[config.mk]
export PLATFORM = sky130hd
export DESIGN_NAME = midi_sysex_header_parser_unit
export DESIGN_NICKNAME = d
export VERILOG_FILES = /design/src/rtl/core/msx_hdr_pkg.sv /design/src/rtl/core/msx_hdr_decode.sv /design/src/rtl/core/midi_sysex_header_parser_unit.sv
export SDC_FILE = /design/constraint.sdc
export NUM_CORES = 1
export LEC_CHECK = 0
export BUFFER_PORTS_ARGS = -buffer_cell sky130_fd_sc_hd__buf_4
export CAP_MARGIN = 20
export CORE_MARGIN = 1.5
export CORE_UTILIZATION = 40
export CTS_BUF_LIST = sky130_fd_sc_hd__clkbuf_2 sky130_fd_sc_hd__clkbuf_4 sky130_fd_sc_hd__clkbuf_8
export DETAILED_ROUTE_END_ITERATION = 8
export HOLD_SLACK_MARGIN = 0.1
export PLACE_DENSITY_LB_ADDON = 0.3
export SLEW_MARGIN = 20
export SYNTH_ARGS = -nofsm -noshare
export SYNTH_HDL_FRONTEND = slang
export SYNTH_SLANG_ARGS = --single-unit
[constraint.sdc]
create_clock -name clk_i -period 4.9 [get_ports clk_i]
set_clock_uncertainty 0.1 [all_clocks]
set_input_delay 0.98 -clock clk_i [delete_from_list [all_inputs] [get_ports clk_i]]
set_output_delay 0.98 -clock clk_i [all_outputs]
set_load 0.02 [all_outputs]
[src/rtl/core/msx_hdr_pkg.sv]
// Types and constants shared by the system-exclusive header parser.
// No dependencies.
package msx_hdr_pkg;

  // framing and class bytes
  localparam logic [7:0] SX_START = 8'hF0;
  localparam logic [7:0] SX_END   = 8'hF7;
  localparam logic [7:0] SX_NONRT = 8'h7E;
  localparam logic [7:0] SX_RT    = 8'h7F;
  localparam logic [7:0] SX_EXT   = 8'h00;

  // header layouts, by class byte
  typedef enum logic [1:0] {
    CLS_ONE   = 2'd0,
    CLS_NONRT = 2'd1,
    CLS_RT    = 2'd2,
    CLS_EXT   = 2'd3
  } cls_e;

  // summary status codes
  typedef enum logic [1:0] {
    ST_OK        = 2'd0,
    ST_BAD_FRAME = 2'd1,
    ST_SHORT_HDR = 2'd2
  } status_e;

  // byte positions of interest
  localparam logic [2:0] POS_FIRST = 3'd0;
  localparam logic [2:0] POS_CLASS = 3'd1;
  localparam logic [2:0] POS_HDR2  = 3'd2;
  localparam logic [2:0] POS_HDR3  = 3'd3;
  localparam logic [2:0] POS_HDR4  = 3'd4;
  localparam logic [2:0] POS_UNIV_PAY = 3'd5;
  localparam logic [2:0] POS_MAX   = 3'd7;

  typedef struct packed {
    logic [2:0]  byte_pos;
    logic        start_ok;
    cls_e        msg_class;
    logic [15:0] maker;
    logic [7:0]  device;
    logic [7:0]  sub_one;
    logic [7:0]  sub_two;
  } parse_state_t;

  localparam parse_state_t STATE_CLEAR = '0;

  typedef struct packed {
    logic [7:0]  sub_two;
    logic [7:0]  sub_one;
    logic [7:0]  device;
    logic [15:0] maker;
    logic        univ_rt;
    logic        univ_nonrt;
    status_e     status;
    logic [7:0]  payload;
    logic        is_summary;
  } result_t;

endpackage

[src/rtl/core/msx_hdr_decode.sv]
// Per-byte next-state and result logic of the header parser.
// Depends on msx_hdr_pkg.
module msx_hdr_decode import msx_hdr_pkg::*; (
  input  parse_state_t state_i,
  input  logic [7:0]   data_byte_i,
  input  logic         last_i,
  output parse_state_t state_o,
  output logic         res_valid_o,
  output result_t      res_o
);

  logic       universal;
  logic [2:0] pay_start;
  logic       hdr_long;

  assign universal = (state_i.msg_class == CLS_NONRT) || (state_i.msg_class == CLS_RT);
  assign hdr_long  = universal || (state_i.msg_class == CLS_EXT);

  always_comb begin
    unique case (state_i.msg_class)
      CLS_NONRT, CLS_RT: pay_start = POS_UNIV_PAY;
      CLS_EXT:           pay_start = POS_HDR4;
      default:           pay_start = POS_HDR2;
    endcase
  end

  always_comb begin
    state_o     = state_i;
    res_valid_o = 1'b0;
    res_o       = '0;
    if (last_i) begin
      // summary; position below two means fewer than three bytes
      res_valid_o      = 1'b1;
      res_o.is_summary = 1'b1;
      if ((state_i.byte_pos < POS_HDR2) || !state_i.start_ok || (data_byte_i != SX_END)) begin
        res_o.status = ST_BAD_FRAME;
      end else if (hdr_long && (state_i.byte_pos < POS_UNIV_PAY)) begin
        res_o.status = ST_SHORT_HDR;
      end else begin
        res_o.status     = ST_OK;
        res_o.univ_nonrt = (state_i.msg_class == CLS_NONRT);
        res_o.univ_rt    = (state_i.msg_class == CLS_RT);
        res_o.maker      = state_i.maker;
        if (universal) begin
          res_o.device  = state_i.device;
          res_o.sub_one = state_i.sub_one;
          res_o.sub_two = state_i.sub_two;
        end
      end
      state_o = STATE_CLEAR;
    end else begin
      if (state_i.byte_pos == POS_FIRST) begin
        state_o.start_ok = (data_byte_i == SX_START);
      end else if (state_i.byte_pos == POS_CLASS) begin
        priority if (data_byte_i == SX_NONRT) state_o.msg_class = CLS_NONRT;
        else if (data_byte_i == SX_RT)        state_o.msg_class = CLS_RT;
        else if (data_byte_i == SX_EXT)       state_o.msg_class = CLS_EXT;
        else                                  state_o.msg_class = CLS_ONE;
        state_o.maker = {8'h00, data_byte_i};
      end else if (universal) begin
        if (state_i.byte_pos == POS_HDR2) state_o.device  = data_byte_i;
        if (state_i.byte_pos == POS_HDR3) state_o.sub_one = data_byte_i;
        if (state_i.byte_pos == POS_HDR4) state_o.sub_two = data_byte_i;
      end else if (state_i.msg_class == CLS_EXT) begin
        if (state_i.byte_pos == POS_HDR2) state_o.maker = {data_byte_i, 8'h00};
        if (state_i.byte_pos == POS_HDR3) state_o.maker = {state_i.maker[15:8], data_byte_i};
      end

      if (state_i.byte_pos != POS_MAX) begin
        state_o.byte_pos = state_i.byte_pos + 3'd1;
      end

      if ((state_i.byte_pos >= POS_HDR2) && state_i.start_ok &&
          (state_i.byte_pos >= pay_start)) begin
        res_valid_o   = 1'b1;
        res_o.payload = data_byte_i;
      end
    end
  end

endmodule

[src/rtl/core/midi_sysex_header_parser_unit.sv]
// Top level of the system-exclusive header parser: stream ports, message state
// and result register. Depends on msx_hdr_pkg and msx_hdr_decode.
//
// Takes one system-exclusive message byte per item, tlast on the final byte.
// Payload bytes (those after the header, before the final byte) come out one
// per item as they arrive, provided the message opened with 0xF0; the final
// byte yields one summary item with status and header fields, flagged by tuser.
// A summary with bad framing (status 1) means any payload already passed on
// for that message must be dropped by the receiver. An item is taken every
// cycle that tready is high; a result, if any, shows in the next cycle from a
// single result register, the only thing that can hold the input back:
// tready drops only while a result waits and the output side is stalled.
module midi_sysex_header_parser_unit import msx_hdr_pkg::*; (
  input  logic        clk_i,
  input  logic        rst_ni,
  input  logic        s_axis_tvalid,
  output logic        s_axis_tready,
  input  logic [7:0]  s_axis_tdata,   // [7:0] data_byte
  input  logic        s_axis_tlast,   // end_of_message
  output logic        m_axis_tvalid,
  input  logic        m_axis_tready,
  // [7:0] payload_byte, [9:8] status, [10] univ_nonrt,
  // [11] univ_rt, [27:12] manufacturer_code, [35:28] target_device,
  // [43:36] first_sub_id, [51:44] second_sub_id, [55:52] zero
  output logic [55:0] m_axis_tdata,
  output logic        m_axis_tuser    // is_summary
);

  parse_state_t state_q, state_d;
  result_t      res_q, res_d;
  logic         res_valid;
  logic         out_valid_q, out_valid_d;
  logic         in_accept;

  // accept while the result register is empty or being emptied this cycle
  assign s_axis_tready = !out_valid_q || m_axis_tready;
  assign in_accept     = s_axis_tvalid && s_axis_tready;

  msx_hdr_decode u_decode (
    .state_i     (state_q),
    .data_byte_i (s_axis_tdata),
    .last_i      (s_axis_tlast),
    .state_o     (state_d),
    .res_valid_o (res_valid),
    .res_o       (res_d)
  );

  always_comb begin
    if (in_accept) begin
      out_valid_d = res_valid;
    end else if (m_axis_tready) begin
      out_valid_d = 1'b0;
    end else begin
      out_valid_d = out_valid_q;
    end
  end

  always_ff @(posedge clk_i or negedge rst_ni) begin
    if (!rst_ni) begin
      state_q     <= STATE_CLEAR;
      out_valid_q <= 1'b0;
    end else begin
      out_valid_q <= out_valid_d;
      if (in_accept) begin
        state_q <= state_d;
      end
    end
  end

  // result payload: loaded only with a fresh result
  always_ff @(posedge clk_i) begin
    if (in_accept && res_valid) begin
      res_q <= res_d;
    end
  end

  assign m_axis_tvalid = out_valid_q;
  assign m_axis_tuser  = res_q.is_summary;
  assign m_axis_tdata  = {4'h0, res_q.sub_two, res_q.sub_one, res_q.device, res_q.maker,
                          res_q.univ_rt, res_q.univ_nonrt, res_q.status, res_q.payload};

endmodule
==> flow_results.xml <==
<?xml version="1.0" encoding="UTF-8"?>
<metrics>
  <group name="worst_setup_path">
    <metric name="crit_path_end_kind" unit="">flip-flop</metric>
    <metric name="worst-endpoint-arrival" unit="ns">2.99</metric>
    <metric name="crit_path_frequent_cell" unit="">ha_1</metric>
    <metric name="worst_path_largest_cell_delay" unit="ns">0.43</metric>
    <metric name="worst-setup-path-type" unit="">reg2reg</metric>
    <metric name="worstSetupStartpointType" unit="">flip-flop</metric>
    <metric name="critical_path_required" unit="ns">4.83</metric>
    <metric name="crit_fanout" unit="">53</metric>
    <metric name="cp_cell_sequence" unit="">inv_1 &gt; ha_1 &gt; ha_1 &gt; or3b_1 &gt; a21o_1 &gt; a31oi_1 &gt; nor2_4 &gt; buf_4</metric>
    <metric name="cp_slowest_cell" unit="">dfrtp_1</metric>
  </group>
  <group name="final_layout">
    <metric name="area_overhead_vs_synth" unit="%">18.1</metric>
    <metric name="antenna_cells" unit="">0</metric>
    <metric name="layout_net_count" unit="">408</metric>
    <metric name="drive_gt1_frac" unit="">0.245</metric>
  </group>
  <group name="clock_network">
    <metric name="clock_latency" unit="ns">0.36</metric>
    <metric name="tritoncts_clock_tree" unit="">done</metric>
    <metric name="clkTransAtPathRegs" unit="ns">0.10</metric>
    <metric name="cts_resized" unit="">0</metric>
    <metric name="cts_hold_buffers" unit="">0</metric>
    <metric name="post-cts-setup-buffer-count" unit="">0</metric>
    <metric name="clk_path_buf_depth" unit="">2</metric>
    <metric name="cts_sinks" unit="">100</metric>
    <metric name="root_buffer_cell" unit="">clkbuf_8</metric>
    <metric name="cts_made_buffers" unit="">9</metric>
    <metric name="cts.htree.levels" unit="">3</metric>
  </group>
  <group name="power_and_ir_drop">
    <metric name="p_switching" unit="uW">474</metric>
    <metric name="power.sequential.fraction" unit="">0.587</metric>
    <metric name="pwr-share-comb" unit="">0.133</metric>
    <metric name="internal-power" unit="uW">1270</metric>
    <metric name="switching_part_of_the_total_power" unit="">0.271</metric>
    <metric name="pwr_per_cell_area" unit="nW/um^2">341</metric>
    <metric name="total_leakage_power" unit="uW">0.00217</metric>
    <metric name="share_clk_of_total_power" unit="">0.281</metric>
    <metric name="irDropWorstVdd" unit="V">0.000174</metric>
  </group>
  <group name="hold_path">
    <metric name="worst_hold_path_type" unit="">reg2reg</metric>
  </group>
  <group name="logic_synthesis">
    <metric name="synth.yosys.seq_area_share" unit="">0.638</metric>
    <metric name="yosysMostFrequentCell" unit="">edfxtp_1</metric>
    <metric name="synth.ff_latch_count" unit="">100</metric>
    <metric name="synth-edff-count" unit="">53</metric>
    <metric name="syn-instance-count" unit="">316</metric>
    <metric name="synthDistinctLibCells" unit="">48</metric>
    <metric name="synth_cell_area" unit="um^2">4340</metric>
    <metric name="netlist.top_cell.by_area" unit="">edfxtp_1</metric>
    <metric name="synth-main-ff-cell" unit="">edfxtp_1</metric>
    <metric name="post_synth_most_frequent_cells" unit="">edfxtp_1 (53), dfrtp_1 (47), and2_1 (42)</metric>
    <metric name="synthDominantCellAreaShare" unit="">0.367</metric>
    <metric name="ys_top_cells_by_area" unit="">edfxtp_1 (37%), dfrtp_1 (27%), mux2_1 (7.5%)</metric>
    <metric name="synth-warning-count" unit="">0</metric>
    <metric name="avgSynthCellArea" unit="um^2">13.7</metric>
    <metric name="async_reset_ff_frac" unit="">0.470</metric>
  </group>
  <group name="drt">
    <metric name="route.antenna.remaining_nets" unit="">0</metric>
    <metric name="routed_wirelength" unit="um">8340</metric>
    <metric name="via_per_inst" unit="">4.91</metric>
    <metric name="detail_route.iter0.violations" unit="">75</metric>
    <metric name="drc" unit="">0</metric>
    <metric name="drt-pass1-iter-count" unit="">6</metric>
    <metric name="detailroute.via_count" unit="">2572</metric>
    <metric name="drt-wirelength-per-cell" unit="um">15.9</metric>
  </group>
  <group name="placement">
    <metric name="detailedPlace.worstSlack" unit="ns">1.81</metric>
    <metric name="numPortBuffers" unit="">67</metric>
    <metric name="gp_congestion" unit="">0.785</metric>
    <metric name="detailedPlacementHpwl" unit="um">5780</metric>
  </group>
  <group name="grt">
    <metric name="grt_pass1_vias" unit="">2631</metric>
    <metric name="overflow" unit="">0</metric>
    <metric name="track_usage" unit="">0.158</metric>
    <metric name="grt_start_max_net_pins" unit="">54</metric>
    <metric name="antenna_found_initial" unit="">0</metric>
    <metric name="grt_pass1_wl" unit="um">13700</metric>
  </group>
  <group name="floorplanning">
    <metric name="die_y" unit="um">107</metric>
    <metric name="num_rows" unit="">37</metric>
    <metric name="core" unit="um^2">10400</metric>
    <metric name="die_area" unit="um^2">11500</metric>
    <metric name="width_of_the_die" unit="um">107</metric>
    <metric name="io_pins" unit="">72</metric>
    <metric name="initial_utilization" unit="">0.416</metric>
  </group>
  <group name="timing">
    <metric name="timing.final.crit_share" unit="">0.625</metric>
    <metric name="max_slew_headroom" unit="">0.359</metric>
    <metric name="hold_viol_final" unit="">0</metric>
    <metric name="timing.final.ws_setup" unit="ns">1.84</metric>
    <metric name="finalMaxSlewViolations" unit="">0</metric>
    <metric name="final.setup.tns" unit="ns">0</metric>
    <metric name="setup_viol" unit="">0</metric>
    <metric name="unrepaired_setup_endpoints_after_global_routing" unit="">no</metric>
    <metric name="transition_time_of_the_tightest_slew_check_pin" unit="ns">0.958</metric>
    <metric name="post-route-min-period" unit="ns">3.06</metric>
    <metric name="max_clock_freq" unit="MHz">327</metric>
  </group>
  <group name="outcome">
    <metric name="run_status" unit="">finished clean</metric>
  </group>
  <group name="run">
    <metric name="drv.max_cap_violation_count" unit="">0</metric>
  </group>
</metrics>
cells in the final DEF, fill, tap and decap left out, types with 2 or more instances in the layout:
cell and instances:
clkinv_4 2, nand2b_1 4, nand2_1 10, clkbuf_8 9, edfxtp_1 53, nand3_2 2, dfrtp_1 47, nor4_1 3
nor3_1 3, clkinv_1 2, o21ai_0 5, nor2_1 18, conb_1 4, a21o_1 5, o21ai_1 4, and2_1 42
a21oi_1 3, or4_1 3, nand3_1 4, inv_1 6, ha_1 12, nor2b_1 11, mux2_1 29, buf_4 68
a22o_1 11, inv_2 2
metal layers:
metal  vias up  wire, um  track usage  part of all wire
met3        11       293       0.0304             0.035
met1      1257      3890        0.211              0.47
li1       1251         -            -                 -
met2        53      3980        0.249              0.48
met5         -         0            0                 0
met4         0       177       0.0705             0.021
stage by stage:
| stage | hold slack (ns) | instances | cell area (um^2) | power [uW] | util |
|---|---|---|---|---|---|
| final | 0.384 | 524 | 5120 | 1750 | 0.492 |
| after CTS | 0.387 | 524 | 5120 | 1760 | 0.492 |
| after detailed placement | 0.367 | 508 | 4940 | 1280 | 0.474 |
| after floorplan | 0.349 | 319 | 4350 | 1190 | - |
| after global placement | 0.362 | 508 | 4940 | 1270 | 0.474 |
| after global routing | 0.409 | 524 | 5120 | 1830 | 0.492 |
registers in the layout, summed over array words and instances, names as in the netlist:
name and count:
m_axis_tdata 52, m_axis_tvalid 1, m_axis_tuser 1, state_q 46
worst paths after layout:
check | startpoint | end | slack, ns | cells after the start
min in group asynchronous | rst_ni | state_q[35] | 0.52 | 1
max in group asynchronous | rst_ni | state_q[14] | 3.76 | 1
min reg2reg | state_q[12] | state_q[12] | 0.38 | 1
min | state_q[12] | state_q[12] | 0.38 | 1
max reg2reg | state_q[40] | m_axis_tdata[25] | 1.84 | 8
max | state_q[40] | m_axis_tdata[25] | 1.84 | 8
power groups by stage:
stage	Combinational, uW	Clock [uW]	Sequential [uW]
finish	232	490	1020
global route	257	537	1040
CTS	236	504	1020
detailed placement	235	0	1040
global placement	228	0	1040
floorplan	144	0	1050
critical path, delay by kind of cell (launching register included):
kind,cells,cell delay [ns]
fa+ha+maj,2,0.74
compound gates,2,0.57
flops,1,0.43
buf+inv,2,0.41
simple gates,2,0.40
logic make-up after synthesis:
logic type / count (synthesis) / synth area share
buffers and inverters: 24 / 0.0297
AO/OA/AOI/OAI: 36 / 0.0614
multiplexers: 29 / 0.0753
other: 1 / 0.000864
adder cells (fa/ha/maj): 12 / 0.0346
flip-flops: 100 / 0.638
AND/OR/NAND/NOR: 114 / 0.160
cell type report:
cell class              instances  area (um^2)
fillers                       928         5290
flip-flops and latches        100         2770
multi-input cells             195         1460
repair buffers                 68          510
well taps                     136          170
clock buffers                  10          131
clock inverters                 6         48.8
inverters                       9         33.8
(Power assumes the default switching activity.)
